**src/hw/rtl/gehc_pkg.sv**
```systemverilog
// ----------------------------------------------------------------------------
// gehc_pkg: shared types and constants
// Operation codes plus the command and status words passed between the
// controller and the datapath of the Euler and Hamilton cycle checker.
// ----------------------------------------------------------------------------
package gehc_pkg;

  localparam logic [1:0] OP_ADD   = 2'd0;
  localparam logic [1:0] OP_EVAL  = 2'd1;
  localparam logic [1:0] OP_CLEAR = 2'd2;

  localparam int unsigned VcountW = 5;
  localparam logic [VcountW-1:0] VcountReset = 5'd16;

  typedef struct packed {
    logic add_edge;
    logic clear;
    logic act_start;
    logic act_step;
    logic seed;
    logic walk_step;
    logic ham_init;
    logic ham_step;
    logic ham_load;
  } gehc_cmd_t;

  typedef struct packed {
    logic sweep_last;
    logic walk_changed;
    logic ham_found;
    logic ham_pop;
    logic ham_fail;
  } gehc_sts_t;

endpackage

```
**src/hw/rtl/gehc_datapath.sv**
```systemverilog
// ----------------------------------------------------------------------------
// gehc_datapath: graph store and search datapath
// Holds the adjacency rows, parity bits, reachability masks and the
// backtracking stack, and carries out one controller command per cycle.
// ----------------------------------------------------------------------------
module gehc_datapath #(
  parameter int unsigned MAX_VERTICES = 16
) (
  input  logic               clk_i,
  input  logic               rst_ni,
  input  gehc_pkg::gehc_cmd_t cmd_i,
  output gehc_pkg::gehc_sts_t sts_o,
  input  logic [3:0]         vertex_a_i,
  input  logic [3:0]         vertex_b_i,
  input  logic               vertex_count_we_i,
  input  logic [4:0]         vertex_count_i,
  output logic               euler_cycle_o,
  output logic               hamilton_cycle_o,
  output logic               edges_connected_o
);
  import gehc_pkg::*;

  localparam int unsigned VW = (MAX_VERTICES > 1) ? $clog2(MAX_VERTICES) : 1;
  localparam int unsigned CW = $clog2(MAX_VERTICES + 1) > 0 ? $clog2(MAX_VERTICES + 1) : 1;
  localparam int unsigned EW = CW + VW;

  logic [VcountW-1:0]      vcount_q;
  logic [MAX_VERTICES-1:0] rows_q [MAX_VERTICES];
  logic [MAX_VERTICES-1:0] parity_q, active_q, visited_q, in_path_q;
  logic [MAX_VERTICES-1:0] visited_d, mask, a_dec, b_dec, row_m, ge, cands;
  logic [VW-1:0]           v_q, prev_q, rd_idx, c_idx;
  logic [CW-1:0]           n, cand_q, d_q, dm1;
  logic                    changed_q, conn_q, ham_q, a_ok, b_ok, hit, at_n;
  logic [EW-1:0]           mem [MAX_VERTICES];
  logic [EW-1:0]           rd_q;

  always_comb begin
    if (vcount_q == '0) begin
      n = CW'(1);
    end else if (32'(vcount_q) > MAX_VERTICES) begin
      n = CW'(MAX_VERTICES);
    end else begin
      n = CW'(vcount_q);
    end
  end

  always_comb begin
    for (int i = 0; i < MAX_VERTICES; i++) begin
      mask[i]  = i < 32'(n);
      a_dec[i] = 32'(vertex_a_i) == i;
      b_dec[i] = 32'(vertex_b_i) == i;
      ge[i]    = i >= 32'(cand_q);
    end
  end

  assign a_ok   = 32'(vertex_a_i) < 32'(n);
  assign b_ok   = 32'(vertex_b_i) < 32'(n);
  assign rd_idx = cmd_i.ham_step ? prev_q : v_q;
  assign row_m  = rows_q[rd_idx] & mask;
  assign cands  = row_m & ~in_path_q & ge;
  assign at_n   = d_q == n;
  assign dm1    = d_q - CW'(1);

  always_comb begin
    hit   = 1'b0;
    c_idx = '0;
    for (int i = MAX_VERTICES - 1; i >= 0; i--) begin
      if (cands[i]) begin
        hit   = 1'b1;
        c_idx = VW'(i);
      end
    end
  end

  always_comb begin
    visited_d = visited_q;
    if (visited_q[v_q]) begin
      visited_d = visited_q | row_m;
    end
  end

  always_comb begin
    sts_o.sweep_last   = CW'(v_q) == n - CW'(1);
    sts_o.walk_changed = changed_q | (visited_d != visited_q);
    sts_o.ham_found    = cmd_i.ham_step & at_n & row_m[0];
    sts_o.ham_pop      = cmd_i.ham_step & ~(at_n & row_m[0]) & (at_n | ~hit);
    sts_o.ham_fail     = sts_o.ham_pop & (d_q == CW'(1));
  end

  always_ff @(posedge clk_i or negedge rst_ni) begin
    if (!rst_ni) begin
      vcount_q <= VcountReset;
    end else if (vertex_count_we_i) begin
      vcount_q <= vertex_count_i;
    end
  end

  always_ff @(posedge clk_i or negedge rst_ni) begin
    if (!rst_ni) begin
      for (int i = 0; i < MAX_VERTICES; i++) begin
        rows_q[i] <= '0;
      end
      parity_q <= '0;
    end else if (cmd_i.clear) begin
      for (int i = 0; i < MAX_VERTICES; i++) begin
        rows_q[i] <= '0;
      end
      parity_q <= '0;
    end else if (cmd_i.add_edge && a_ok && b_ok) begin
      for (int i = 0; i < MAX_VERTICES; i++) begin
        if (a_dec[i]) begin
          rows_q[i] <= rows_q[i] | b_dec | (b_dec[i] ? a_dec : '0);
        end else if (b_dec[i]) begin
          rows_q[i] <= rows_q[i] | a_dec;
        end
      end
      if (vertex_a_i != vertex_b_i) begin
        parity_q <= parity_q ^ a_dec ^ b_dec;
      end
    end
  end

  always_ff @(posedge clk_i or negedge rst_ni) begin
    if (!rst_ni) begin
      v_q       <= '0;
      active_q  <= '0;
      visited_q <= '0;
      changed_q <= 1'b0;
      in_path_q <= '0;
      d_q       <= '0;
      prev_q    <= '0;
      cand_q    <= '0;
      conn_q    <= 1'b0;
      ham_q     <= 1'b0;
    end else begin
      if (cmd_i.clear) begin
        visited_q <= '0;
        in_path_q <= '0;
        d_q       <= '0;
      end
      if (cmd_i.act_start) begin
        v_q      <= '0;
        active_q <= '0;
      end
      if (cmd_i.act_step) begin
        active_q[v_q] <= |row_m;
        v_q           <= v_q + VW'(1);
      end
      if (cmd_i.seed) begin
        visited_q <= active_q & (~active_q + MAX_VERTICES'(1));
        v_q       <= '0;
        changed_q <= 1'b0;
      end
      if (cmd_i.walk_step) begin
        visited_q <= visited_d;
        if (sts_o.sweep_last) begin
          v_q       <= '0;
          changed_q <= 1'b0;
        end else begin
          v_q       <= v_q + VW'(1);
          changed_q <= sts_o.walk_changed;
        end
      end
      if (cmd_i.ham_init) begin
        conn_q    <= (active_q & ~visited_q) == '0;
        ham_q     <= 1'b0;
        prev_q    <= '0;
        d_q       <= CW'(1);
        cand_q    <= CW'(1);
        in_path_q <= MAX_VERTICES'(1);
      end
      if (cmd_i.ham_step) begin
        if (sts_o.ham_found) begin
          ham_q <= 1'b1;
        end else if (sts_o.ham_pop) begin
          in_path_q[prev_q] <= 1'b0;
          d_q               <= dm1;
        end else begin
          in_path_q[c_idx] <= 1'b1;
          prev_q           <= c_idx;
          d_q              <= d_q + CW'(1);
          cand_q           <= CW'(1);
        end
      end
      if (cmd_i.ham_load) begin
        cand_q <= rd_q[EW-1:VW];
        prev_q <= rd_q[VW-1:0];
      end
    end
  end

  always_ff @(posedge clk_i) begin
    if (cmd_i.ham_step && !at_n && hit) begin
      mem[d_q[VW-1:0]] <= {CW'(c_idx) + CW'(1), prev_q};
    end
    rd_q <= mem[dm1[VW-1:0]];
  end

  assign edges_connected_o = conn_q;
  assign hamilton_cycle_o  = ham_q;
  assign euler_cycle_o     = conn_q & ((parity_q & mask) == '0);

endmodule

```
**src/hw/rtl/gehc_ctrl.sv**
```systemverilog
// ----------------------------------------------------------------------------
// gehc_ctrl: sequencing controller
// Decodes accepted words and steps the datapath through the activity
// sweep, the reachability walk and the backtracking search.
// ----------------------------------------------------------------------------
module gehc_ctrl (
  input  logic                clk_i,
  input  logic                rst_ni,
  input  logic                start_i,
  input  logic [1:0]          operation_i,
  output logic                busy_o,
  output logic                done_o,
  output gehc_pkg::gehc_cmd_t cmd_o,
  input  gehc_pkg::gehc_sts_t sts_i
);
  import gehc_pkg::*;

  localparam logic [2:0] S_IDLE  = 3'd0;
  localparam logic [2:0] S_ACT   = 3'd1;
  localparam logic [2:0] S_SEED  = 3'd2;
  localparam logic [2:0] S_WALK  = 3'd3;
  localparam logic [2:0] S_HINIT = 3'd4;
  localparam logic [2:0] S_HSTEP = 3'd5;
  localparam logic [2:0] S_HLOAD = 3'd6;
  localparam logic [2:0] S_DONE  = 3'd7;

  logic [2:0] state_q, state_d;
  logic       go;

  assign go     = start_i & (state_q == S_IDLE);
  assign busy_o = state_q != S_IDLE;
  assign done_o = state_q == S_DONE;

  always_comb begin
    state_d = state_q;
    cmd_o   = '0;
    unique case (state_q)
      S_IDLE: begin
        if (go) begin
          case (operation_i)
            OP_ADD:   cmd_o.add_edge = 1'b1;
            OP_CLEAR: cmd_o.clear = 1'b1;
            OP_EVAL: begin
              cmd_o.act_start = 1'b1;
              state_d         = S_ACT;
            end
            default: ;
          endcase
        end
      end
      S_ACT: begin
        cmd_o.act_step = 1'b1;
        if (sts_i.sweep_last) state_d = S_SEED;
      end
      S_SEED: begin
        cmd_o.seed = 1'b1;
        state_d    = S_WALK;
      end
      S_WALK: begin
        cmd_o.walk_step = 1'b1;
        if (sts_i.sweep_last && !sts_i.walk_changed) state_d = S_HINIT;
      end
      S_HINIT: begin
        cmd_o.ham_init = 1'b1;
        state_d        = S_HSTEP;
      end
      S_HSTEP: begin
        cmd_o.ham_step = 1'b1;
        if (sts_i.ham_found || sts_i.ham_fail) begin
          state_d = S_DONE;
        end else if (sts_i.ham_pop) begin
          state_d = S_HLOAD;
        end
      end
      S_HLOAD: begin
        cmd_o.ham_load = 1'b1;
        state_d        = S_HSTEP;
      end
      S_DONE: state_d = S_IDLE;
      default: state_d = S_IDLE;
    endcase
  end

  always_ff @(posedge clk_i or negedge rst_ni) begin
    if (!rst_ni) begin
      state_q <= S_IDLE;
    end else begin
      state_q <= state_d;
    end
  end

  a_done_single: assert property (@(posedge clk_i) disable iff (!rst_ni)
    done_o |=> !done_o) else $error("done strobe longer than one cycle");
  a_done_idle: assert property (@(posedge clk_i) disable iff (!rst_ni)
    done_o |=> !busy_o) else $error("controller not idle after result");
  a_eval_busy: assert property (@(posedge clk_i) disable iff (!rst_ni)
    (go && operation_i == OP_EVAL) |=> busy_o) else $error("evaluate not started");
  a_edge_fast: assert property (@(posedge clk_i) disable iff (!rst_ni)
    (go && operation_i != OP_EVAL) |=> !busy_o) else $error("edge word stalled");

endmodule

```
**src/hw/rtl/graph_euler_hamilton_cycle_check.sv**
```systemverilog
// ----------------------------------------------------------------------------
// graph_euler_hamilton_cycle_check: Euler and Hamilton cycle checker
// Loads undirected edges into an adjacency bit matrix and, on request,
// reports connectivity, the Euler property and a Hamilton cycle.
//
// Channel  | Handshake               | Words
// command  | start_i, busy_o         | operation_i, vertex_a_i, vertex_b_i
// config   | vertex_count_we_i       | vertex_count_i
// result   | done_o (one cycle)      | euler_cycle_o, hamilton_cycle_o,
//          |                         | edges_connected_o
//
// Add-edge, clear and unused words are carried out in the idle state; busy stays low.
// An evaluate word runs the activity sweep, a seed step, the walk passes
// (at most n passes), a search init step, the search steps with a reload
// after each backtrack that does not end the search, and a done state;
// the backtracking search sets the worst case.
// Reset empties the graph and sets the vertex count to 16.
// The receiver cannot stall; done_o is high for exactly one cycle.
// ----------------------------------------------------------------------------
module graph_euler_hamilton_cycle_check #(
  parameter int unsigned MAX_VERTICES = 16
) (
  input  logic       clk_i,
  input  logic       rst_ni,
  input  logic       start_i,
  output logic       busy_o,
  input  logic [1:0] operation_i,
  input  logic [3:0] vertex_a_i,
  input  logic [3:0] vertex_b_i,
  input  logic       vertex_count_we_i,
  input  logic [4:0] vertex_count_i,
  output logic       done_o,
  output logic       euler_cycle_o,
  output logic       hamilton_cycle_o,
  output logic       edges_connected_o
);
  import gehc_pkg::*;

  gehc_cmd_t cmd;
  gehc_sts_t sts;

  gehc_ctrl u_ctrl (
    .clk_i       (clk_i),
    .rst_ni      (rst_ni),
    .start_i     (start_i),
    .operation_i (operation_i),
    .busy_o      (busy_o),
    .done_o      (done_o),
    .cmd_o       (cmd),
    .sts_i       (sts)
  );

  gehc_datapath #(
    .MAX_VERTICES (MAX_VERTICES)
  ) u_datapath (
    .clk_i             (clk_i),
    .rst_ni            (rst_ni),
    .cmd_i             (cmd),
    .sts_o             (sts),
    .vertex_a_i        (vertex_a_i),
    .vertex_b_i        (vertex_b_i),
    .vertex_count_we_i (vertex_count_we_i),
    .vertex_count_i    (vertex_count_i),
    .euler_cycle_o     (euler_cycle_o),
    .hamilton_cycle_o  (hamilton_cycle_o),
    .edges_connected_o (edges_connected_o)
  );

endmodule
```
**config.mk**
```make
export PLATFORM = sky130hd
export DESIGN_NAME = graph_euler_hamilton_cycle_check
export DESIGN_NICKNAME = d
export VERILOG_FILES = /design/src/hw/rtl/gehc_pkg.sv /design/src/hw/rtl/gehc_datapath.sv /design/src/hw/rtl/gehc_ctrl.sv /design/src/hw/rtl/graph_euler_hamilton_cycle_check.sv
export SDC_FILE = /design/constraint.sdc
export NUM_CORES = 1
export LEC_CHECK = 0
export BUFFER_PORTS_ARGS = -buffer_cell sky130_fd_sc_hd__buf_2
export CORE_MARGIN = 2
export CORE_UTILIZATION = 60
export CTS_CLUSTER_SIZE = 30
export DETAILED_ROUTE_END_ITERATION = 10
export MAX_ROUTING_LAYER = met4
export PLACE_DENSITY = 0.84
export SYNTH_ARGS = -nofsm -noshare
export SYNTH_HDL_FRONTEND = slang
export SYNTH_SLANG_ARGS = --single-unit
```
**constraint.sdc**
```tcl
create_clock -name clk_i -period 6 [get_ports clk_i]
set_input_delay 1.2 -clock clk_i [delete_from_list [all_inputs] [get_ports clk_i]]
set_output_delay 1.2 -clock clk_i [all_outputs]
set_load 0.02 [all_outputs]
```
==> flow_summary.yaml <==
run_status:
  status: "complete, no violations"
synthesis:
  syn_area_um2: 27100
  yosysTopAreaCell: "dfrtp_1"
  synth_top_area_share_pct: 32.1
  synth_cells: 2717
  synth_edf_count: 144
  synth_xor_area_share_pct: 0.905
  async_flop_share_pct: 69.5
  synth_warnings: 0
  ys.flop_type: "dfrtp_1"
  avgSynthCellArea_um2: 9.97
  ys_types: 94
  synthSimpleGateAreaFrac_pct: 12.5
  syn_nets: 2757
  synthAdderAreaFrac_pct: 0.970
  synth_compound_area_share_pct: 20.1
  synthTopCellsByArea: "dfrtp_1 32%, edfxtp_1 16%, mux4_2 7.7%"
  seq_area_frac_synth_pct: 48.9
  synth_top_family_by_area: "compound AO/OA/AOI/OAI gates"
  ys_ff_latch: 502
  synthMuxAreaShare_pct: 12.2
grt:
  first_global_vias: 23500
  grt_start_max_net_pins: 166
  grt_overflow: 0
  met1_usage_pct: 54.7
  antenna_found_initial: 4
  grt_most_used_layer: "met2"
  grt_pass1_wl_um: 148000
  track_usage_pct: 43.1
  grt_util_met3_pct: 13.4
  met2_usage_pct: 60.4
timing:
  worstMarginPinSlew_ps: 1350
  fin_tns_setup_ps: 0
  fin_ws_ps: 346
  hold_viol_final: 0
  min_period_ps: 5650
  fin_crit_sh_pct: 94.2
  fin_worst_skew_ps: 52.5
  setup_viol: 0
  fmax_mhz: 177
  drv_slew: 0
  relSlewSlack_pct: 9.37
  rsz0062_at_grt: "false"
pwr:
  power.density_nw_per_um2: 495
  irDropWorstVdd_v: 0.000428
  p_leak_uw: 0.0123
routing:
  viasPerCell: 7.51
  drt.antenna.violating_nets: 0
  num_vias: 24800
  dr.pass1.iters: 7
  routedWlPerCell_um: 29.7
  drt_iter0_markers: 4794
  drcViolationCount: 0
  wirelength_um: 97800
cells_and_area:
  drive_above_1_share_pct: 13.4
  layout.nets: 2698
  mostFrequentLayoutCell: "a21oi_1"
  fill_cells: 3273
  layout_common_cells: "365 x a21oi_1, 344 x dfrtp_1, 341 x nor2_1"
  synthToLayoutAreaGrowth_pct: 9.63
place:
  preCtsSetupSlack_ps: 734
  gp_congestion: 1.12
  io_buffers: 23
  dp_hpwl_um: 61300
floorplanning:
  die_x_um: 216
  rows: 77
  fp.dieH_um: 216
  io_pins: 24
  start_util_pct: 61.0
  core_um2: 44400
  die_area_um2: 46900
worst_setup_path:
  setup.worst_path.class: "reg2reg"
  cp.required_ps: 6270
  critPathMaxFanout: 16
  worst_setup_path_start_kind: "flop"
  crit_path_end_kind: "flop"
  cp.arrival_ps: 5920
clock_tree:
  root_buffer: "clkbuf_16"
  numCtsBuffers: 54
  clk_pin_slew_ps: 60
  cts_tree: "yes"
  post_cts_resized: 0
  hold_buffers: 0
  cts.sinks: 502
  insertion_delay_ps: 670
  cts_setup_buffers: 0
  clockBufferDepth: 3
  cts_max_level: 2
flow_run:
  maxCapViolations: 0
worst_hold_path:
  hold_class: "reg2reg"
==> final timing paths <==
path / cells past startpoint / to / startpoint / slack, ps
setup / recovery: 14 / u_datapath.mem[10][6] / u_datapath.prev_q[3] / 350
hold reg to reg: 2 / u_datapath.cand_q[0] / u_datapath.rd_q[4] / 430
hold / removal: 2 / u_datapath.cand_q[0] / u_datapath.rd_q[4] / 430
min in group asynchronous: 1 / u_datapath.visited_q[9] / rst_ni / 600
setup reg to reg: 14 / u_datapath.mem[10][6] / u_datapath.prev_q[3] / 350
max in group asynchronous: 2 / u_datapath.parity_q[9] / rst_ni / 4070
==> cell families after synthesis <==
family	after synthesis
AO/OA/AOI/OAI	940
XOR/XNOR	28
adder cells (fa/ha/maj)	21
buffers and inverters	286
flip-flops	502
multiplexers	209
AND/OR/NAND/NOR	731
==> worst max-delay path, stage by stage, from the launching register on <==
cell and delay (ps):
dfrtp_1 690, buf_4 360, nor2b_1 110, mux2i_1 770, a221oi_1 110, a22oi_1 590, and4_4 380, or4_1 160
a21boi_1 80, nor4_1 420, o21ai_1 180, inv_2 100, ha_1 160, inv_1 80, xnor2_1 1040
==> power by group <==
group          switching (uW)  total [uW]  internal [uW]
Clock                    1480        3430           1940
Combinational            4170        6320           2150
Sequential                473        4950           4470
==> registers in the layout, indices dropped and copies added, names as in the netlist <==
register / count
u_datapath.d_q: 5
u_datapath.prev_q: 4
u_datapath.visited_q: 16
u_datapath.v_q: 4
u_datapath.rows_q: 256
u_datapath.parity_q: 16
u_datapath.rd_q: 9
u_datapath.in_path_q: 16
u_datapath.active_q: 16
u_datapath.changed_q: 1
u_ctrl.state_q: 3
u_datapath.vcount_q: 5
u_datapath.mem: 144
u_datapath.hamilton_cycle_o: 1
u_datapath.cand_q: 5
u_datapath.edges_connected_o: 1
==> area by class of cell <==
cell class | instances | area [um2] | share of cell area [%]
well taps | 592 | 741 | 2.49
repair buffers | 124 | 983 | 3.31
diodes | 2 | 5.00 | 0.0169
inverters | 47 | 176 | 0.594
multi-input cells | 1929 | 12700 | 42.9
clock inverters | 24 | 305 | 1.03
clock buffers | 77 | 1510 | 5.08
flip-flops and latches | 502 | 13200 | 44.6
==> per-stage QoR <==
step	instance area [um2]	power (uW)	utilization, %	instances	hold slack (ps)
finish	29700	14700	66.9	3297	429
global route	29700	15100	66.9	3297	452
CTS	29700	14400	66.8	3295	430
detailed placement	27900	11000	62.7	3194	416
global placement	27900	10800	62.7	3194	419
floorplan	27100	8780	-	2717	406
==> synthesized netlist by cell type, types with 7 or more instances <==
cell,instances
a21o_1,12
a21oi_1,365
nor4_1,10
mux2_2,10
buf_6,8
a221oi_1,17
clkbuf_1,176
inv_1,43
o21ai_0,319
a31oi_1,48
and2_1,20
or2_2,11
nor3b_1,8
buf_2,36
mux4_2,93
a22o_1,9
o21ai_1,9
nor2b_1,27
a2111oi_0,29
nand2_1,122
ha_1,21
dfrtp_1,348
o21a_1,8
nand4_1,12
nand2b_1,14
buf_1,11
dfxtp_1,9
nor2_1,341
o22ai_1,9
edfxtp_1,144
a32oi_1,13
xnor2_1,26
a211oi_1,30
buf_4,7
nor3_1,31
a22oi_1,13
nand3_1,73
mux2i_1,99
or3_1,27
==> per-layer routing <==
layer  vias up  wire, um
met4         0      7460
met1     12000     33900
met2      2300     41900
li1       9915         -
met5         -         0
met3       582     14600
Power figures use the tool's default switching activity.
